==> config.mk <==
export PLATFORM = sky130hd
export DESIGN_NAME = calendar_date_stepper_core
export DESIGN_NICKNAME = d
export VERILOG_FILES = /design/src/rtl/cds_pkg.sv /design/src/rtl/calendar_date_stepper_core.sv
export SDC_FILE = /design/constraint.sdc
export NUM_CORES = 1
export LEC_CHECK = 0
export BUFFER_PORTS_ARGS = -buffer_cell sky130_fd_sc_hd__buf_2
export CORE_MARGIN = 2
export CORE_UTILIZATION = 50
export DETAILED_ROUTE_END_ITERATION = 6
export PLACE_DENSITY_LB_ADDON = 0.05
export SYNTH_ARGS = -nofsm -noshare
export SYNTH_HDL_FRONTEND = slang
export SYNTH_SLANG_ARGS = --single-unit
export TNS_END_PERCENT = 5
==> constraint.sdc <==
create_clock -name clk -period 26 [get_ports clk]
set_input_delay 3.9 -clock clk [delete_from_list [all_inputs] [get_ports clk]]
set_output_delay 3.9 -clock clk [all_outputs]
set_load 0.1 [all_outputs]
==> src/rtl/cds_pkg.sv <==
// ----------------------------------------------------------------------------
// cds_pkg
// Shared codes, bounds and calendar helpers for the calendar date stepper.
// ----------------------------------------------------------------------------
package cds_pkg;

    localparam logic [2:0] KIND_QUERY         = 3'd0;
    localparam logic [2:0] KIND_STEP_DAYS     = 3'd1;
    localparam logic [2:0] KIND_STEP_MONTHS   = 3'd2;
    localparam logic [2:0] KIND_STEP_HOURS    = 3'd3;
    localparam logic [2:0] KIND_SET_DATE      = 3'd4;
    localparam logic [2:0] KIND_SET_DATE_HOUR = 3'd5;
    localparam logic [2:0] KIND_END_SIM       = 3'd6;

    localparam logic [11:0] YEAR_MAX  = 12'd4095;
    localparam logic [11:0] VALID_LO  = 12'd1900;
    localparam logic [11:0] VALID_HI  = 12'd2100;
    localparam logic [3:0]  MONTHS    = 4'd12;
    localparam logic [4:0]  HOURS_DAY = 5'd24;

    // Highest linear month index, December of the last year.
    localparam logic [15:0] MONTH_IDX_MAX = 16'd49151;

    // Reciprocals for division by 25 (ten-bit operand) and by 3 (14-bit operand).
    localparam logic [10:0] RECIP_25 = 11'd1311;
    localparam logic [15:0] RECIP_3  = 16'd21846;

    function automatic logic is_leap(input logic [11:0] y);
        logic [9:0]  k;
        logic [20:0] prod;
        logic [5:0]  q;
        logic [9:0]  q25;
        logic        cent;
        k    = y[11:2];
        prod = k * RECIP_25;
        q    = prod[20:15];
        q25  = {q, 4'b0} + {1'b0, q, 3'b0} + {4'b0, q};
        cent = (k == q25);
        return (y[1:0] == 2'b00) && (!cent || (q[1:0] == 2'b00));
    endfunction

    function automatic logic [4:0] month_len(input logic [3:0] m, input logic [11:0] y);
        logic [4:0] len;
        unique case (m)
            4'd2:                     len = is_leap(y) ? 5'd29 : 5'd28;
            4'd4, 4'd6, 4'd9, 4'd11:  len = 5'd30;
            default:                  len = 5'd31;
        endcase
        return len;
    endfunction

endpackage

==> src/rtl/calendar_date_stepper_core.sv <==
// ----------------------------------------------------------------------------
// calendar_date_stepper_core
// Simulated calendar date and hour, stepped by days, months or hours.
// ----------------------------------------------------------------------------
// A command is taken when start is high and busy is low, and its result
// appears for exactly one cycle with done high; the receiver cannot stall it,
// so it must take the beat in that cycle. Query, set and end commands go
// straight from idle to the finish state. A day step counts |amount| down,
// because one shared day-step unit moves the date by one day per cycle. An
// hour step moves the date once per 24-hour wrap, using the same unit. A
// month step runs linear month index, reciprocal division by twelve, day clamp.
module calendar_date_stepper_core
    import cds_pkg::*;
(
    input  logic               clk,
    input  logic               rst_n,
    input  logic               start,
    output logic               busy,
    input  logic [2:0]         kind,
    input  logic signed [12:0] amount,
    input  logic [4:0]         date_day,
    input  logic [3:0]         date_month,
    input  logic [11:0]        date_year,
    input  logic [4:0]         hour_value,
    output logic               done,
    output logic [4:0]         cur_day,
    output logic [3:0]         cur_month,
    output logic [11:0]        cur_year,
    output logic [4:0]         cur_hour,
    output logic               sim_on,
    output logic               date_ok
);

    typedef enum logic [2:0] {
        ST_IDLE,
        ST_DAYS,
        ST_HOURS,
        ST_MON_IDX,
        ST_MON_DIV,
        ST_MON_CLAMP,
        ST_FIN
    } state_t;

    state_t             state_reg, state_next;
    logic [4:0]         sim_day_reg, sim_day_next;
    logic [3:0]         sim_month_reg, sim_month_next;
    logic [11:0]        sim_year_reg, sim_year_next;
    logic               sim_active_reg, sim_active_next;
    logic [4:0]         sim_hour_reg, sim_hour_next;
    logic               hour_held_reg, hour_held_next;
    logic [4:0]         in_day_reg, in_day_next;
    logic [3:0]         in_month_reg, in_month_next;
    logic [11:0]        in_year_reg, in_year_next;
    logic [4:0]         in_hour_reg, in_hour_next;
    logic signed [12:0] amt_reg, amt_next;
    logic [12:0]        cnt_reg, cnt_next;
    logic               dir_reg, dir_next;
    logic signed [13:0] hr_reg, hr_next;
    logic [15:0]        idx_reg, idx_next;
    logic               done_reg, done_next;
    logic [4:0]         cur_day_reg, cur_day_next;
    logic [3:0]         cur_month_reg, cur_month_next;
    logic [11:0]        cur_year_reg, cur_year_next;
    logic [4:0]         cur_hour_reg, cur_hour_next;
    logic               sim_on_reg, sim_on_next;
    logic               date_ok_reg, date_ok_next;

    logic [4:0]         base_day;
    logic [3:0]         base_month;
    logic [11:0]        base_year;
    logic               step_back;
    logic [4:0]         step_day;
    logic [3:0]         step_month;
    logic [11:0]        step_year;
    logic [5:0]         fwd_day;
    logic [4:0]         fwd_month;
    logic [3:0]         bwd_month;
    logic [11:0]        bwd_year;
    logic [4:0]         base_len;

    logic [17:0]        year_x12;
    logic signed [17:0] idx_raw;
    logic [29:0]        div_prod;
    logic [11:0]        div_q;
    logic [15:0]        div_q12;
    logic [15:0]        div_rem;
    logic [4:0]         clamp_len;
    logic [4:0]         out_len;
    logic [4:0]         hour_base;

    assign base_day   = sim_active_reg ? sim_day_reg   : in_day_reg;
    assign base_month = sim_active_reg ? sim_month_reg : in_month_reg;
    assign base_year  = sim_active_reg ? sim_year_reg  : in_year_reg;
    assign step_back  = (state_reg == ST_HOURS) ? hr_reg[13] : dir_reg;
    assign base_len   = month_len(base_month, base_year);

    // Shared day-step unit: moves the base date one day forward or back.
    always_comb
    begin
        fwd_day    = {1'b0, base_day} + 6'd1;
        fwd_month  = {1'b0, base_month} + 5'd1;
        bwd_month  = base_month;
        bwd_year   = base_year;
        step_day   = base_day;
        step_month = base_month;
        step_year  = base_year;
        if (!step_back) begin
            if (fwd_day > {1'b0, base_len}) begin
                if (fwd_month > {1'b0, MONTHS}) begin
                    if (base_year == YEAR_MAX) begin
                        step_day   = 5'd31;
                        step_month = MONTHS;
                    end
                    else begin
                        step_day   = 5'd1;
                        step_month = 4'd1;
                        step_year  = base_year + 12'd1;
                    end
                end
                else begin
                    step_day   = 5'd1;
                    step_month = fwd_month[3:0];
                end
            end
            else begin
                step_day = fwd_day[4:0];
            end
        end
        else begin
            if (base_day >= 5'd2) begin
                step_day = base_day - 5'd1;
            end
            else if (base_month <= 4'd1 && base_year == 12'd0) begin
                step_day   = 5'd1;
                step_month = 4'd1;
            end
            else begin
                if (base_month <= 4'd1) begin
                    bwd_month = MONTHS;
                    bwd_year  = base_year - 12'd1;
                end
                else begin
                    bwd_month = base_month - 4'd1;
                end
                step_month = bwd_month;
                step_year  = bwd_year;
                step_day   = month_len(bwd_month, bwd_year);
            end
        end
    end

    always_comb
    begin
        year_x12  = {3'd0, sim_year_reg, 3'd0} + {4'd0, sim_year_reg, 2'd0};
        idx_raw   = $signed(year_x12) + $signed({14'd0, sim_month_reg}) - 18'sd1
                    + $signed({{5{amt_reg[12]}}, amt_reg});
        div_prod  = idx_reg[15:2] * RECIP_3;
        div_q     = div_prod[27:16];
        div_q12   = {1'b0, div_q, 3'd0} + {2'd0, div_q, 2'd0};
        div_rem   = idx_reg - div_q12;
        clamp_len = month_len(sim_month_reg, sim_year_reg);
        out_len   = month_len(base_month, base_year);
        hour_base = hour_held_reg ? sim_hour_reg : hour_value;
    end

    always_comb
    begin
        state_next      = state_reg;
        sim_day_next    = sim_day_reg;
        sim_month_next  = sim_month_reg;
        sim_year_next   = sim_year_reg;
        sim_active_next = sim_active_reg;
        sim_hour_next   = sim_hour_reg;
        hour_held_next  = hour_held_reg;
        in_day_next     = in_day_reg;
        in_month_next   = in_month_reg;
        in_year_next    = in_year_reg;
        in_hour_next    = in_hour_reg;
        amt_next        = amt_reg;
        cnt_next        = cnt_reg;
        dir_next        = dir_reg;
        hr_next         = hr_reg;
        idx_next        = idx_reg;
        done_next       = 1'b0;
        cur_day_next    = cur_day_reg;
        cur_month_next  = cur_month_reg;
        cur_year_next   = cur_year_reg;
        cur_hour_next   = cur_hour_reg;
        sim_on_next     = sim_on_reg;
        date_ok_next    = date_ok_reg;

        unique case (state_reg)
            ST_IDLE:
            begin
                if (start) begin
                    in_day_next   = date_day;
                    in_month_next = date_month;
                    in_year_next  = date_year;
                    in_hour_next  = hour_value;
                    amt_next      = amount;
                    state_next    = ST_FIN;
                    unique case (kind)
                        KIND_STEP_DAYS, KIND_STEP_MONTHS:
                        begin
                            if (!sim_active_reg) begin
                                sim_day_next    = date_day;
                                sim_month_next  = date_month;
                                sim_year_next   = date_year;
                                sim_active_next = 1'b1;
                            end
                            cnt_next   = amount[12] ? 13'(-amount) : 13'(amount);
                            dir_next   = amount[12];
                            state_next = (kind == KIND_STEP_DAYS) ? ST_DAYS : ST_MON_IDX;
                        end
                        KIND_STEP_HOURS:
                        begin
                            sim_hour_next  = hour_base;
                            hour_held_next = 1'b1;
                            hr_next        = $signed({9'd0, hour_base})
                                             + $signed({amount[12], amount});
                            state_next     = ST_HOURS;
                        end
                        KIND_SET_DATE, KIND_SET_DATE_HOUR:
                        begin
                            sim_day_next    = date_day;
                            sim_month_next  = date_month;
                            sim_year_next   = date_year;
                            sim_active_next = 1'b1;
                            if (kind == KIND_SET_DATE_HOUR) begin
                                sim_hour_next  = hour_value;
                                hour_held_next = 1'b1;
                            end
                        end
                        KIND_END_SIM:
                        begin
                            sim_active_next = 1'b0;
                            hour_held_next  = 1'b0;
                        end
                        default:
                        begin
                        end
                    endcase
                end
            end
            ST_DAYS:
            begin
                if (cnt_reg == 13'd0) begin
                    state_next = ST_FIN;
                end
                else begin
                    sim_day_next   = step_day;
                    sim_month_next = step_month;
                    sim_year_next  = step_year;
                    cnt_next       = cnt_reg - 13'd1;
                end
            end
            ST_HOURS:
            begin
                if (hr_reg >= $signed({9'd0, HOURS_DAY})) begin
                    hr_next         = hr_reg - $signed({9'd0, HOURS_DAY});
                    sim_day_next    = step_day;
                    sim_month_next  = step_month;
                    sim_year_next   = step_year;
                    sim_active_next = 1'b1;
                end
                else if (hr_reg[13]) begin
                    hr_next         = hr_reg + $signed({9'd0, HOURS_DAY});
                    sim_day_next    = step_day;
                    sim_month_next  = step_month;
                    sim_year_next   = step_year;
                    sim_active_next = 1'b1;
                end
                else begin
                    sim_hour_next = hr_reg[4:0];
                    state_next    = ST_FIN;
                end
            end
            ST_MON_IDX:
            begin
                if (idx_raw[17]) begin
                    idx_next = 16'd0;
                end
                else if (idx_raw > $signed({2'd0, MONTH_IDX_MAX})) begin
                    idx_next = MONTH_IDX_MAX;
                end
                else begin
                    idx_next = idx_raw[15:0];
                end
                state_next = ST_MON_DIV;
            end
            ST_MON_DIV:
            begin
                sim_year_next  = div_q;
                sim_month_next = div_rem[3:0] + 4'd1;
                state_next     = ST_MON_CLAMP;
            end
            ST_MON_CLAMP:
            begin
                if (sim_day_reg > clamp_len) begin
                    sim_day_next = clamp_len;
                end
                state_next = ST_FIN;
            end
            ST_FIN:
            begin
                cur_day_next   = base_day;
                cur_month_next = base_month;
                cur_year_next  = base_year;
                cur_hour_next  = hour_held_reg ? sim_hour_reg : in_hour_reg;
                sim_on_next    = sim_active_reg;
                date_ok_next   = (base_year >= VALID_LO) && (base_year <= VALID_HI)
                                 && (base_month >= 4'd1) && (base_month <= MONTHS)
                                 && (base_day >= 5'd1) && (base_day <= out_len);
                done_next      = 1'b1;
                state_next     = ST_IDLE;
            end
            default:
            begin
                state_next = ST_IDLE;
            end
        endcase
    end

    always_ff @(posedge clk or negedge rst_n)
    begin
        if (!rst_n) begin
            state_reg      <= ST_IDLE;
            sim_day_reg    <= 5'd1;
            sim_month_reg  <= 4'd1;
            sim_year_reg   <= VALID_LO;
            sim_active_reg <= 1'b0;
            sim_hour_reg   <= 5'd0;
            hour_held_reg  <= 1'b0;
            in_day_reg     <= 5'd0;
            in_month_reg   <= 4'd0;
            in_year_reg    <= 12'd0;
            in_hour_reg    <= 5'd0;
            amt_reg        <= 13'sd0;
            cnt_reg        <= 13'd0;
            dir_reg        <= 1'b0;
            hr_reg         <= 14'sd0;
            idx_reg        <= 16'd0;
            done_reg       <= 1'b0;
            cur_day_reg    <= 5'd0;
            cur_month_reg  <= 4'd0;
            cur_year_reg   <= 12'd0;
            cur_hour_reg   <= 5'd0;
            sim_on_reg     <= 1'b0;
            date_ok_reg    <= 1'b0;
        end
        else begin
            state_reg      <= state_next;
            sim_day_reg    <= sim_day_next;
            sim_month_reg  <= sim_month_next;
            sim_year_reg   <= sim_year_next;
            sim_active_reg <= sim_active_next;
            sim_hour_reg   <= sim_hour_next;
            hour_held_reg  <= hour_held_next;
            in_day_reg     <= in_day_next;
            in_month_reg   <= in_month_next;
            in_year_reg    <= in_year_next;
            in_hour_reg    <= in_hour_next;
            amt_reg        <= amt_next;
            cnt_reg        <= cnt_next;
            dir_reg        <= dir_next;
            hr_reg         <= hr_next;
            idx_reg        <= idx_next;
            done_reg       <= done_next;
            cur_day_reg    <= cur_day_next;
            cur_month_reg  <= cur_month_next;
            cur_year_reg   <= cur_year_next;
            cur_hour_reg   <= cur_hour_next;
            sim_on_reg     <= sim_on_next;
            date_ok_reg    <= date_ok_next;
        end
    end

    assign busy      = (state_reg != ST_IDLE);
    assign done      = done_reg;
    assign cur_day   = cur_day_reg;
    assign cur_month = cur_month_reg;
    assign cur_year  = cur_year_reg;
    assign cur_hour  = cur_hour_reg;
    assign sim_on    = sim_on_reg;
    assign date_ok   = date_ok_reg;

endmodule

==> flow_summary.ini <==
[outcome]
status = finished clean

[logic_synthesis]
synth_top_family_by_area = adder cells
synth.ff_latch_count = 143
synthTopCellsByArea = ha_1 24%, dfrtp_1 16%, fa_1 14%
synth_top_area_share_pct = 24.48
yosysSeqAreaShare_pct = 16.97
synth-edff-count = 0
yosys.area_share.simple_pct = 11.48
synthArstFlopShare_pct = 100.0
synth_compound_area_share_pct = 14.07
yosysTopAreaCell = ha_1
syn_nets = 2906
muxShareOfSynthArea_pct = 4.713
synth-xor-area-share_pct = 6.020
synthFlopType = dfrtp_1
avgSynthCellArea_um2 = 9.212
synth_area_um2 = 21160
yosys_warnings = 0
synth_cells = 2297
synthDistinctLibCells = 104
synthAdderAreaFrac_pct = 38.78

[critical_path]
reg2reg_to = sim_day_reg[0]
r2r_setup_slack_ns = 14.34
cp_slowest_cell = mux2i_1
critPathMaxStageDelay_ns = 0.92
critical_path.most_common_cell = inv_1
rr_worst_depth = 42
cp_data_required_time_ns = 26.38
critical_path_class = register to register
r2r-start = sim_active_reg
crit_fanout = 46
cp.arrival_ns = 12.04
start_kind = register
end_kind = register

[final_layout]
syn_to_final_growth_pct = 7.072
drive_gt1_share_pct = 10.96
multi_input_area_um2 = 15910
final_nets = 2950
final_cell_area_um2 = 22660
nFillCells = 3962
final-seq-area_um2 = 3591
largest_register_ffs = 16

[routing]
drc = 0
ant_nets = 0
routedWlPerCell_um = 19.60
avgViaCountPerCell = 5.690
drt-total-wl_um = 56730
drt_first_pass_iters = 5
dr.first_iter.drc_count = 1152
vias = 16466

[placed_design]
io_buffer_count = 74
place_congestion = 0.8972
post_dp_cell_area_um2 = 22080
dp_hpwl_um = 46140

[global_route]
antenna_found_initial = 1
grt_pass1_wl_um = 91980
grt.overflow.total = 0
grt_max_degree = 74
grtUsageTotal_pct = 26.73
grt_pass1_vias = 16625

[sta]
setup_tns_ns = 0
hold_violations = 0
final.min_clock_period_ns = 11.66
rsz0062_at_grt = no
max-slew-margin-rel_pct = 29.91
post-route-period-util_pct = 44.86
slew_violations = 0
tightest_slew_ns = 1.022
fmax_mhz = 85.75
fin_worst_skew_ns = 0.01629
setup_violations = 0

[hold_path]
hp-start = cur_year[6]
hp-class = register to register
min_path_cells = 2
holdPathEnd = cur_year[6]

[clock_tree]
postCtsResizedCells = 0
cts_max_path_buffers = 2
cts.sinks = 143
cts_root_buf = clkbuf_16
cts_buffers = 17
clk_latency_ns = 0.46
cts.reportedPaths.clkPinSlew_ns = 0.07
htreeDepth = 4
cts_tree = yes
post_cts.repair.setup_buffers = 0
postCtsHoldBufs = 0

[floorplan]
core_area_um2 = 41850
io_pins = 75
rows = 75
start_util_pct = 50.56
dieHeight_um = 209.7
die-width_um = 209.7
die_area_um2 = 43980

[flow_run]
cap_violations = 0
critical path, delay by kind of cell (launching register included):
kind	cells	cell delay, ns
AOI/OAI and AO/OA	10	2.33
xor gates and xnor gates	5	1.44
adders and majority gates	11	3.89
buffers and inverters	8	1.18
DFF	1	0.34
muxes	1	0.92
and+or+nand+nor	7	1.45
cells in the final DEF (no fill, tap or decap), types with 21 or more instances in the layout:
cell	synthesis	routed
ha_1	414	414
inv_1	364	364
fa_1	150	150
nand2_1	133	133
dfrtp_1	134	133
o21ai_0	116	116
a21oi_1	116	115
nor2_1	104	104
xnor2_1	95	95
buf_2	5	73
mux2_2	53	53
nor3_1	37	37
xor2_1	36	36
nand3_1	34	34
a21o_1	30	30
mux2i_1	25	24
and3_1	23	23
buf_4	1	21
kinds of logic after synthesis:
kind of cell	after synthesis
flops	143
compound gates	456
xor+xnor	138
simple gates	471
fa+ha+maj	566
buf+inv	436
mux	87
metal layers:
metal / share of wire [%] / vias to the layer above / global-route usage (%)
met2: 47 / 321 / 44.22
li1: - / 8023 / -
met1: 47 / 8052 / 36.76
met5: 0 / - / 0
met3: 3.7 / 70 / 3.486
met4: 2.3 / 0 / 7.655
layout make-up:
| type | count | share of cell area [%] |
|---|---|---|
| Timing Repair Buffer | 95 | 2.358 |
| Clock buffer | 19 | 1.955 |
| Antenna cell | 1 | 0.01105 |
| Inverter | 366 | 6.064 |
| Sequential cell | 143 | 15.85 |
| Tap cell | 539 | 2.977 |
| Multi-Input combinational cell | 1718 | 70.21 |
| Clock inverter | 13 | 0.5744 |
cells in the mapped netlist (9+ instances only):
cell type  instances
dfstp_2            9
nor4_1            11
mux2i_1           25
nor2b_1           15
xor2_1            36
a21oi_1          116
a31oi_1           16
a221oi_1          20
xnor2_1           95
o21a_1             9
and3_1            23
or2_2             12
nand3_1           34
nand4_1           18
fa_1             150
nor2_1           104
o22ai_1           10
nand2b_1          16
inv_1            364
o21ai_0          116
a211oi_1          18
nor3_1            37
a22oi_1            9
dfrtp_1          134
mux2_2            53
a21o_1            30
ha_1             414
clkbuf_1          54
o31ai_1           13
nand2_1          133
or3_1             13
worst max path at each step:
stage / from / end / slack (ns)
after CTS: sim_active_reg / sim_day_reg[0] / 14.39
after global placement: sim_active_reg / sim_day_reg[0] / 14.77
after detailed placement: sim_active_reg / sim_day_reg[0] / 14.44
final: sim_active_reg / sim_day_reg[0] / 14.34
after floorplan: sim_active_reg / sim_year_reg[11] / 15.82
after global routing: sim_active_reg / sim_day_reg[0] / 13.60
metrics by stage:
stage                     setup WS [ns]  utilization, %  cells  hold WS [ns]
after global placement            14.77           52.76   2861        0.4633
after floorplan                   15.82               -   2297        0.4635
after CTS                         14.39           54.13   2893        0.4846
after detailed placement          14.44           52.76   2861        0.4695
final                             14.34           54.13   2894        0.4769
after global routing              13.60           54.13   2894        0.5121
Power is not shown: default switching activity piles up to over one toggle a cycle in this logic, so the estimate is an artifact.
